File: src/rtl/cmd_pkg.sv
`default_nettype none
// ----------------------------------------------------------------------------
// cmd_pkg
// Shared widths, register codes, reset values and the sine table generator
// for the chorus modulated delay.
// ----------------------------------------------------------------------------
package cmd_pkg;

	localparam int SAMPLE_W    = 16;
	localparam int PHASE_W     = 24;
	localparam int BASE_W      = 12;
	localparam int DEPTH_W     = 12;
	localparam int CFG_IDX_W   = 2;
	localparam int CFG_DATA_W  = 24;

	// mod_depth (unsigned 12) times sine (signed 16)
	localparam int PROD_W      = 28;
	// signed delay before clamping, wide enough for buffer depths up to 2**17
	localparam int DLY_W       = 18;

	localparam int BUFFER_DEPTH_DEF = 4096;
	localparam int SINE_ENTRIES_DEF = 1024;

	localparam int FIFO_DEPTH  = 8;
	localparam int FIFO_AW     = $clog2(FIFO_DEPTH);
	localparam int CNT_W       = $clog2(FIFO_DEPTH + 1);

	localparam logic [PHASE_W-1:0] PHASE_STEP_RST = PHASE_W'(1398);
	localparam logic [BASE_W-1:0]  BASE_DELAY_RST = BASE_W'(480);
	localparam logic [DEPTH_W-1:0] MOD_DEPTH_RST  = DEPTH_W'(0);

	typedef enum logic [CFG_IDX_W-1:0] {
		CFG_PHASE_STEP = 2'd0,
		CFG_BASE_DELAY = 2'd1,
		CFG_MOD_DEPTH  = 2'd2
	} cfg_idx_t;

	localparam longint Q30 = 64'sd1073741824;
	localparam longint SIN_COEF [6] = '{
		64'sd1686629713, -64'sd693598668, 64'sd85569306,
		-64'sd5026995, 64'sd172272, -64'sd3864
	};

	// one Q1.15 sine entry for a table of 2**aw entries, evaluated at elaboration
	function automatic logic signed [SAMPLE_W-1:0] sine_entry(input int k, input int aw);
		longint q;
		longint f;
		longint x;
		longint x2;
		longint acc;
		longint s;
		longint mag;
		int     quad;
		int     i;
		q    = longint'(k) <<< (32 - aw);
		quad = int'((q >>> 30) & 64'sd3);
		f    = q & (Q30 - 64'sd1);
		x    = quad[0] ? (Q30 - f) : f;
		x2   = (x * x) / Q30;
		acc  = SIN_COEF[5];
		for (i = 4; i >= 0; i--) begin
			acc = SIN_COEF[i] + (acc * x2) / Q30;
		end
		s = (x * acc) / Q30;
		if (s < 0) begin
			s = 0;
		end
		mag = (s * 64'sd32767 + Q30 / 2) / Q30;
		if (mag > 64'sd32767) begin
			mag = 64'sd32767;
		end
		return SAMPLE_W'(quad[1] ? -mag : mag);
	endfunction

endpackage
`default_nettype wire

File: src/rtl/cmd_out_fifo.sv
`default_nettype none
// ----------------------------------------------------------------------------
// cmd_out_fifo
// Small result queue that decouples the pipeline from the output stall.
// ----------------------------------------------------------------------------
module cmd_out_fifo (
	input  wire logic                                 clk,
	input  wire logic                                 arst_n,
	input  wire logic                                 push,
	input  wire logic signed [cmd_pkg::SAMPLE_W-1:0]  push_data,
	input  wire logic                                 pop,
	output logic                                      out_valid,
	output logic signed [cmd_pkg::SAMPLE_W-1:0]       out_data,
	output logic [cmd_pkg::CNT_W-1:0]                 count
);

	logic signed [cmd_pkg::SAMPLE_W-1:0] slot_q [cmd_pkg::FIFO_DEPTH];
	logic [cmd_pkg::FIFO_AW-1:0]         wr_ptr_q;
	logic [cmd_pkg::FIFO_AW-1:0]         rd_ptr_q;
	logic [cmd_pkg::CNT_W-1:0]           count_q;

	always_ff @(posedge clk) begin
		if (push) begin
			slot_q[wr_ptr_q] <= push_data;
		end
	end

	always_ff @(posedge clk or negedge arst_n) begin
		if (!arst_n) begin
			wr_ptr_q <= '0;
			rd_ptr_q <= '0;
			count_q  <= '0;
		end else begin
			if (push) begin
				wr_ptr_q <= wr_ptr_q + 1'b1;
			end
			if (pop) begin
				rd_ptr_q <= rd_ptr_q + 1'b1;
			end
			if (push && !pop) begin
				count_q <= count_q + 1'b1;
			end else if (pop && !push) begin
				count_q <= count_q - 1'b1;
			end
		end
	end

	assign out_valid = (count_q != '0);
	assign out_data  = slot_q[rd_ptr_q];
	assign count     = count_q;

	// the credit scheme upstream must never overrun the queue
	a_no_overflow: assert property (@(posedge clk) disable iff (!arst_n)
		push && !pop |-> count_q < cmd_pkg::CNT_W'(cmd_pkg::FIFO_DEPTH))
		else $error("result queue overflow");

	a_ptr_gap: assert property (@(posedge clk) disable iff (!arst_n)
		count_q != cmd_pkg::CNT_W'(cmd_pkg::FIFO_DEPTH) && count_q != '0
		|-> cmd_pkg::FIFO_AW'(wr_ptr_q - rd_ptr_q) == count_q[cmd_pkg::FIFO_AW-1:0])
		else $error("queue pointers disagree with count");

	a_count_step: assert property (@(posedge clk) disable iff (!arst_n)
		push && pop |=> $stable(count_q))
		else $error("simultaneous push and pop changed the count");

endmodule
`default_nettype wire

File: config.mk
export PLATFORM = sky130hd
export DESIGN_NAME = cmd_out_fifo
export DESIGN_NICKNAME = d
export VERILOG_FILES = /design/src/rtl/cmd_pkg.sv /design/src/rtl/cmd_out_fifo.sv
export SDC_FILE = /design/constraint.sdc
export NUM_CORES = 1
export LEC_CHECK = 0
export ABC_AREA = 1
export ABC_CLOCK_PERIOD_IN_PS = 2300
export BUFFER_PORTS_ARGS = -buffer_cell sky130_fd_sc_hd__buf_4
export CAP_MARGIN = 20
export CORE_MARGIN = 2
export CORE_UTILIZATION = 55
export CTS_BUF_LIST = sky130_fd_sc_hd__clkbuf_16
export CTS_CLUSTER_DIAMETER = 40
export CTS_CLUSTER_SIZE = 40
export DETAILED_ROUTE_END_ITERATION = 6
export GPL_ROUTABILITY_DRIVEN = 0
export HOLD_SLACK_MARGIN = 0.08
export PLACE_DENSITY = 0.78
export SLEW_MARGIN = 10
export SYNTH_ARGS = -nofsm -noshare
export SYNTH_HDL_FRONTEND = slang
export SYNTH_SLANG_ARGS = --single-unit
File: constraint.sdc
create_clock -name clk -period 2.3 [get_ports clk]
set_clock_uncertainty 0.2 [all_clocks]
set_input_delay 0.115 -clock clk [delete_from_list [all_inputs] [get_ports clk]]
set_output_delay 0.115 -clock clk [all_outputs]
set_load 0.02 [all_outputs]
==> results.yml, run 1 <==
logic_synthesis:
  syn-num-nets: 653
  synth_cell_types: 16
  ys_seq_area_frac: 0.6752
  yosysWarnings: 0
  synth_area_um2: 6063
  syn_area_per_cell_um2: 9.670
  ys_ff_latch: 138
  yosys.area.top_type_share: 0.6339
  netlist.top_cell.by_area: "edfxtp_1"
  synth_cells: 627
  synthTopCellsByArea: "edfxtp_1 63%, nand2_1 14%, nor2_1 8.5%, inv_1 4.7%, dfrtp_1 4.1%"
global_route:
  grt.total_usage: 0.2359
  grt_pass1_wl_um: 20470
  grt_max_degree: 93
  grt.overflow.total: 0
  antenna_found_initial: 0
  grt_pass1_vias: 4181
status:
  status: "finished, final reports clean"
routing:
  drtIter0Drc: 282
  vias: 4221
  dr.pass1.iters: 4
  ant_nets: 0
  routed_wl_um: 13270
  drc_errors: 0
  wl_per_cell_um: 15.59
  viasPerCell: 4.960
critical_path:
  path_cells: "buf_16 > nor2_1 > nor2_1 > nand2_1 > nand2_1 > nand2_1 > nand2_1 > buf_4"
  crit_end: "out_data[13]"
  rr_worst_depth: 3
  path_common_cell: "nand2_1"
  reg2reg_slack_ps: 570
  startpoint_type: "flop"
  crit_slowest_cell: "dfrtp_4"
  cp_max_fo: 46
  endpoint_kind: "primary output"
  crit_type: "reg2out"
  crit_required_ps: 1990
  critical_path.reg2reg.startpoint: "wr_ptr_q[0]"
  r2r-end: "slot_q[6][6]"
  max_stage_delay_ps: 520
  arrival_ps: 1800
  crit_start: "rd_ptr_q[0]"
floorplanning:
  die_area_um2: 11880
  core_region_area_um2: 10790
  core.rowCount: 38
  initial_core_util: 0.5618
  ios: 41
  die_x_um: 109.0
  fp.dieH_um: 109.0
clocking:
  clock_sinks: 138
  postCtsSetupRepairBufs: 0
  htree_levels: 4
  clockBufferDepth: 2
  clk_pin_slew_ps: 60
  cts_buffers: 17
  cts_tree: "built"
  root_buffer: "clkbuf_16"
  insertion_delay_ps: 410
pwr:
  power_density_nw_per_um2: 1327
  ir_drop_uv: 900.4
  leakage_uw: 0.003331
hold_path:
  hold_class: "in2reg"
  min_from: "push_data[11]"
placement:
  io_buffer_count: 40
  hpwl_um: 6887
  dp.cells: 798
timing:
  rsz0062_at_grt: "no"
  max-slew-margin-rel: 0.5295
  tightest_slew_ps: 704.9
  finalCriticalPeriod_ps: 2112
  drv_slew: 0
  setup_tns_ps: 0
  hold_viol: 0
  period_share: 0.9182
  setup_viol: 0
  fmax_ghz: 0.4735
job:
  maxCapViolCount: 0
finish:
  area_growth_pct: 22.82
  antenna_cells: 0
  final_cells: 851
  fill_cells: 766
  regArea_um2: 4098
  fin_nets: 724
  drive_above_1_share: 0.1266
  multi_input_area_um2: 1558
==> per-stage QoR <==
stage / total power (uW) / area [um^2] / util / setup WS [ps] / hold WS [ps]
after floorplan: 5671 / 6063 / - / 282.9 / -380.6
after global placement: 6682 / 6566 / 0.6084 / 591.4 / -243.1
after detailed placement: 6799 / 6566 / 0.6084 / 531.9 / -242.6
after CTS: 9842 / 7415 / 0.6870 / 79.10 / 259.0
after global routing: 10480 / 7447 / 0.6900 / 50.29 / 276.4
final: 9882 / 7447 / 0.6900 / 188.2 / 280.3
==> cell usage in the layout (no fill, tap or decap) <==
| cell type | Yosys | routed |
|---|---|---|
| buf_12 | 0 | 2 |
| buf_16 | 0 | 1 |
| buf_4 | 4 | 52 |
| bufinv_16 | 0 | 5 |
| clkbuf_16 | 0 | 18 |
| clkinv_1 | 0 | 1 |
| clkinv_2 | 0 | 2 |
| clkinv_4 | 0 | 3 |
| clkinvlp_4 | 0 | 2 |
| dfrtp_1 | 10 | 9 |
| dfrtp_4 | 0 | 1 |
| dlygate4sd3_1 | 0 | 20 |
| edfxtp_1 | 128 | 128 |
| fa_1 | 1 | 1 |
| ha_1 | 5 | 5 |
| inv_1 | 76 | 76 |
| inv_6 | 0 | 2 |
| nand2_1 | 233 | 233 |
| nand3_1 | 2 | 2 |
| nor2_1 | 137 | 137 |
| o21ai_0 | 4 | 4 |
| or2_2 | 2 | 2 |
| xnor2_1 | 2 | 2 |
| xor2_1 | 3 | 3 |
==> cell type report <==
class | instances | share of cell area
inverter | 76 | 0.03831
tap | 140 | 0.02352
clock inverter | 15 | 0.02991
timing repair buffer | 76 | 0.09173
multi-input combinational | 389 | 0.2092
sequential | 138 | 0.5502
clock buffer | 17 | 0.05712
==> sequential cells by signal, summed over array words and instances (netlist names) <==
| signal | count |
|---|---|
| count | 4 |
| rd_ptr_q | 3 |
| slot_q | 128 |
| wr_ptr_q | 3 |
==> synthesized netlist by cell type <==
cell,instances
xor2_1,3
nand3_1,2
or2_2,2
dfrtp_1,10
ha_1,5
clkbuf_1,1
nor2_1,137
edfxtp_1,128
buf_2,17
o21ai_0,4
buf_1,2
fa_1,1
buf_4,4
nand2_1,233
xnor2_1,2
inv_1,76
==> routing by layer <==
layer / routed length (um) / up-vias / track usage
met1: 5219 / 1956 / 0.2914
met4: 254 / 0 / 0.09341
li1: - / 2085 / -
met5: 0 / - / 0
met2: 6764 / 153 / 0.4002
met3: 1032 / 27 / 0.05798
==> cell families (layout without fill, tap and decap cells) <==
| logic type | Yosys count | after routing | share of synthesized area |
|---|---|---|---|
| buffers and inverters | 100 | 184 | 0.06789 |
| flip-flops | 138 | 138 | 0.6752 |
| AND/OR/NAND/NOR | 374 | 374 | 0.2328 |
| XOR/XNOR | 5 | 5 | 0.007224 |
| AO/OA/AOI/OAI | 4 | 4 | 0.003302 |
| adder cells (fa/ha/maj) | 6 | 6 | 0.01362 |
==> how the worst min path moves through the flow <==
| stage | endpoint | slack (ps) | cells past startpoint |
|---|---|---|---|
| floorplan | count[0] | -380 | 0 |
| global route | slot_q[2][11] | 280 | 2 |
| detailed placement | wr_ptr_q[2] | -240 | 1 |
| global placement | wr_ptr_q[2] | -240 | 1 |
| finish | slot_q[6][11] | 280 | 2 |
| CTS | rd_ptr_q[0] | 260 | 3 |
==> worst max-delay path, delay by kind of cell, from the launching register on <==
kind | cells | cell delay (ps)
buffers and inverters | 2 | 370
DFF | 1 | 520
and+or+nand+nor | 6 | 470
==> report_power, final <==
part,switching (uW),internal [uW]
Sequential,155,3080
Combinational,2370,1330
Clock,1020,1930
Total,3540,6340
==> repair_timing <==
item                                    CTS  global route
resized for setup                         0             1
hold buffers                             20             0
endpoints found under the hold margin   148             0
endpoints found under the setup margin    0             3
No activity file was read; power rests on OpenSTA's default activity.
==> inputs of run 2 (changes only) <==
--- a/config.mk
+++ b/config.mk
@@ -7,7 +7,6 @@
 export LEC_CHECK = 0
 export ABC_AREA = 1
 export ABC_CLOCK_PERIOD_IN_PS = 2300
-export BUFFER_PORTS_ARGS = -buffer_cell sky130_fd_sc_hd__buf_4
 export CAP_MARGIN = 20
 export CORE_MARGIN = 2
 export CORE_UTILIZATION = 55
@@ -15,9 +14,10 @@
 export CTS_CLUSTER_DIAMETER = 40
 export CTS_CLUSTER_SIZE = 40
 export DETAILED_ROUTE_END_ITERATION = 6
+export DONT_BUFFER_PORTS = 1
 export GPL_ROUTABILITY_DRIVEN = 0
 export HOLD_SLACK_MARGIN = 0.08
-export PLACE_DENSITY = 0.78
+export PLACE_DENSITY = 0.74
 export SLEW_MARGIN = 10
 export SYNTH_ARGS = -nofsm -noshare
 export SYNTH_HDL_FRONTEND = slang
==> results.yml, run 2 (synthesis gave the netlist of run 1 again) <==
status:
  status: "finished, final reports clean"
floorplanning:
  core.rowCount: 38
  core_region_area_um2: 10790
  die_area_um2: 11880
  ios: 41
  die_x_um: 109.0
  fp.dieH_um: 109.0
  initial_core_util: 0.5618
timing:
  tightest_slew_ps: 752.0
  drv_slew: 0
  fmax_ghz: 0.4674
  hold_viol: 0
  setup_tns_ps: 0
  finalCriticalPeriod_ps: 2140
  max-slew-margin-rel: 0.4981
  period_share: 0.9303
  setup_viol: 0
  rsz0062_at_grt: "no"
finish:
  final_cell_mix: "233 x nand2_1, 137 x nor2_1, 128 x edfxtp_1"
  final_common_cell: "nand2_1"
  final_cells: 816
  area_growth_pct: 17.64
  multi_input_area_um2: 1558
  regMostFlops: "slot_q"
  fin_nets: 689
  drive_above_1_share: 0.07692
  finish.instance_area_um2: 7133
  largest_reg_flops: 128
  regArea_um2: 4098
  post-route-util: 0.6609
  antenna_cells: 0
  fill_cells: 787
critical_path:
  crit_required_ps: 1990
  max_stage_delay_ps: 530
  crit_buf_inv: 1
  path_common_cell: "nand2_1"
  startpoint_type: "flop"
  cp_max_fo: 56
  path_cells: "buf_12 > nor2_1 > nor2_1 > nand2_1 > nand2_1 > nand2_1 > nand2_1"
  crit_slowest_cell: "dfrtp_4"
  crit_type: "reg2out"
  arrival_ps: 1820
  endpoint_kind: "primary output"
  crit_family: "simple AND/OR/NAND/NOR gates"
routing:
  viasPerCell: 4.950
  dr.pass1.iters: 6
  routed_wl_um: 12440
  ant_nets: 0
  drc_errors: 0
  wl_per_cell_um: 15.25
  vias: 4039
  drtIter0Drc: 315
global_route:
  grt_pass1_vias: 3915
  grt_pass1_wl_um: 19250
  grt_max_degree: 57
  grt.total_usage: 0.2219
  antenna_found_initial: 0
  grt.overflow.total: 0
job:
  maxCapViolCount: 0
pwr:
  power_density_nw_per_um2: 1301
  ir_drop_uv: 773.4
  leakage_uw: 0.003143
clocking:
  cts_buffers: 17
  clock_sinks: 138
  clk_pin_slew_ps: 60
  htree_levels: 4
  cts_tree: "built"
  clockBufferDepth: 2
  root_buffer: "clkbuf_16"
  insertion_delay_ps: 410
placement:
  dp.cells: 763
  io_buffer_count: 0
  hpwl_um: 7142
  placed_area_um2: 6291
hold_path:
  hold_class: "in2reg"
-- run 2: cell types whose count changed in the layout (fill, tap and decap cells not counted), sizes merged --
cell,before,now
clkbuf,18,17
inv,78,79
clkinv,6,3
clkinvlp,2,4
buf,55,21
-- run 2: through the flow --
stage / total power (uW) / hold WS [ps] / setup slack [ps]
after floorplan: 5671 / -380.6 / 282.9
after global placement: 6215 / -380.3 / 608.2
after detailed placement: 6325 / -380.3 / 561.7
after CTS: 9295 / 286.1 / 110.6
after global routing: 9836 / 308.9 / 37.34
final: 9280 / 293.3 / 160.3
-- run 2: worst paths after layout --
check | startpoint | slack (ps) | to | cells past startpoint
worst min-delay path | push | 290 | wr_ptr_q[1] | 2
worst max register to register | wr_ptr_q[0] | 590 | slot_q[2][2] | 3
worst min register to register | wr_ptr_q[0] | 350 | wr_ptr_q[0] | 2
min in group asynchronous | arst_n | 450 | wr_ptr_q[2] | 2
worst max-delay path | rd_ptr_q[0] | 160 | out_data[2] | 7
max in group asynchronous | arst_n | 1050 | rd_ptr_q[0] | 2
-- run 2: worst reg2reg max path: stages, from the launching register on --
cell,delay [ps]
dfrtp_1,410
or2_2,360
nor2_1,100
buf_4,310
-- run 2: layer usage --
layer | track usage | vias to the layer above | wire length, um
met5 | 0 | - | 0
met4 | 0.09799 | 0 | 171
met3 | 0.05380 | 18 | 766
met2 | 0.3669 | 108 | 6291
met1 | 0.2788 | 1898 | 5215
li1 | - | 2015 | -
-- run 2: timing repair --
item	in CTS	in global routing
hold buffers	20	0
setup endpoints to repair	0	4
endpoints found under the hold margin	215	0
gates resized for setup	0	0
setup buffers	0	1
-- run 2: final cells by class --
type | count | share of cell area
flip-flops and latches | 138 | 0.5745
multi-input cells | 389 | 0.2184
clock buffers | 17 | 0.05964
repair buffers | 41 | 0.05367
inverters | 76 | 0.03999
clock inverters | 15 | 0.02929
well taps | 140 | 0.02456
-- run 2: where the power goes --
| part | internal (uW) | switching (uW) |
|---|---|---|
| sequential | 3080 | 225 |
| clock | 1900 | 976 |
| combinational | 917 | 2180 |
==> inputs of run 3 (changes only) <==
--- a/config.mk
+++ b/config.mk
@@ -8,7 +8,6 @@
 export ABC_AREA = 1
 export ABC_CLOCK_PERIOD_IN_PS = 2300
 export CAP_MARGIN = 20
-export CORE_MARGIN = 2
 export CORE_UTILIZATION = 55
 export CTS_BUF_LIST = sky130_fd_sc_hd__clkbuf_16
 export CTS_CLUSTER_DIAMETER = 40
==> results.yml, run 3 (synthesis gave the netlist of run 1 again) <==
clocking:
  cts_tree: "built"
  clock_sinks: 138
  clk_pin_slew_ps: 50
  cts_buffers: 17
  htree_levels: 4
  root_buffer: "clkbuf_16"
  clockBufferDepth: 2
  insertion_delay_ps: 410
floorplanning:
  ios: 41
  die_area_um2: 11450
  core_region_area_um2: 10510
  die_x_um: 107.0
  core.rowCount: 37
  initial_core_util: 0.5770
  fp.dieH_um: 107.0
critical_path:
  crit_type: "reg2out"
  max_stage_delay_ps: 560
  cp_max_fo: 48
  reg2reg_slack_ps: 570
  endpoint_kind: "primary output"
  arrival_ps: 1800
  rr_worst_depth: 3
  crit_slowest_cell: "dfrtp_4"
  path_cells: "buf_12 > nor2_1 > nor2_1 > nand2_1 > nand2_1 > nand2_1 > nand2_1"
  startpoint_type: "flop"
  path_common_cell: "nand2_1"
  crit_required_ps: 1990
finish:
  post-route-util: 0.6784
  antenna_cells: 0
  final_cell_mix: "232 x nand2_1, 137 x nor2_1, 128 x edfxtp_1"
  finish.instance_area_um2: 7129
  regMostFlops: "slot_q"
  area_growth_pct: 17.58
  drive_above_1_share: 0.08112
  fin_nets: 691
  largest_reg_flops: 128
  final_common_cell: "nand2_1"
routing:
  viasPerCell: 5.007
  drc_errors: 0
  routed_wl_um: 12330
  vias: 4076
  wl_per_cell_um: 15.14
  dr.pass1.iters: 5
  drtIter0Drc: 315
  ant_nets: 0
pwr:
  power_density_nw_per_um2: 1287
  p_switching_uw: 3439
  switching_share: 0.3747
  ir_drop_uv: 906.2
  finalPower_uw: 9177
  p_clk_frac: 0.300
  leakage_uw: 0.003149
  pwr-share-comb: 0.339
  p_seq_frac: 0.361
  power.internal_uw: 5738
timing:
  hold_viol: 0
  drv_slew: 0
  tightest_slew_ps: 780.7
  period_share: 0.9217
  max-slew-margin-rel: 0.4789
  finalCriticalPeriod_ps: 2120
  fmax_ghz: 0.4717
  setup_viol: 0
  rsz0062_at_grt: "no"
  setup_tns_ps: 0
status:
  status: "finished, final reports clean"
job:
  maxCapViolCount: 0
placement:
  hpwl_um: 7295
  placed_area_um2: 6306
  io_buffer_count: 0
global_route:
  grt.total_usage: 0.2364
  antenna_found_initial: 0
  grt_pass1_vias: 4055
  grt_pass1_wl_um: 19820
  grt.overflow.total: 0
  grt_max_degree: 49
hold_path:
  hold_class: "in2reg"
  min_path_cells: 2
run 3: repair_timing:
action,CTS,global route
hold endpoints to repair,194,0
hold buffers,20,0
gates resized for setup,0,1
setup endpoints to repair,4,4
buffers inserted,1,1
run 3: per-stage QoR:
step | setup slack [ps] | hold WS [ps] | cells
after floorplan | 282.9 | -380.6 | 627
after global placement | 470.1 | -380.3 | 760
after detailed placement | 432.9 | -380.3 | 760
after CTS | 113.1 | 284.1 | 813
after global routing | 38.28 | 324.5 | 814
final | 180.0 | 298.8 | 814
run 3: layout make-up:
| type | instances | area [um^2] |
|---|---|---|
| inverter | 76 | 285.3 |
| clock buffer | 17 | 425.4 |
| tap | 136 | 170.2 |
| clock inverter | 15 | 172.7 |
| fill | 740 | 3379 |
| sequential | 138 | 4098 |
| timing repair buffer | 43 | 417.9 |
| multi-input combinational | 389 | 1560 |
run 3: critical path, delay by kind of cell (launching register included):
family        cells  cell delay [ps]
flops             1              560
simple gates      6              550
buf+inv           1              260
run 3: layer usage:
metal | vias to the layer above | GRT usage | wire, um
met5 | - | 0 | 0
li1 | 2026 | - | -
met2 | 119 | 0.3880 | 6092
met4 | 0 | 0.09785 | 232
met1 | 1908 | 0.3001 | 5335
met3 | 23 | 0.06079 | 665
run 3: power groups by stage:
stage	combinational, uW	clock (uW)	sequential [uW]
3_5_place_dp	2920	0	3430
2_1_floorplan	2390	0	3280
4_1_cts	3080	2770	3330
3_3_place_gp	2810	0	3410
6_report	3110	2750	3310
5_1_grt	3500	2880	3350
run 3: path summary, 6_finish.rpt:
path                             startpoint       endpoint
worst min-delay path                    pop    rd_ptr_q[0]
worst min register to register  wr_ptr_q[0]    wr_ptr_q[0]
worst max register to register  wr_ptr_q[0]  slot_q[6][15]
min in group asynchronous            arst_n       count[2]
max in group asynchronous            arst_n    rd_ptr_q[0]
worst max-delay path            rd_ptr_q[0]    out_data[4]
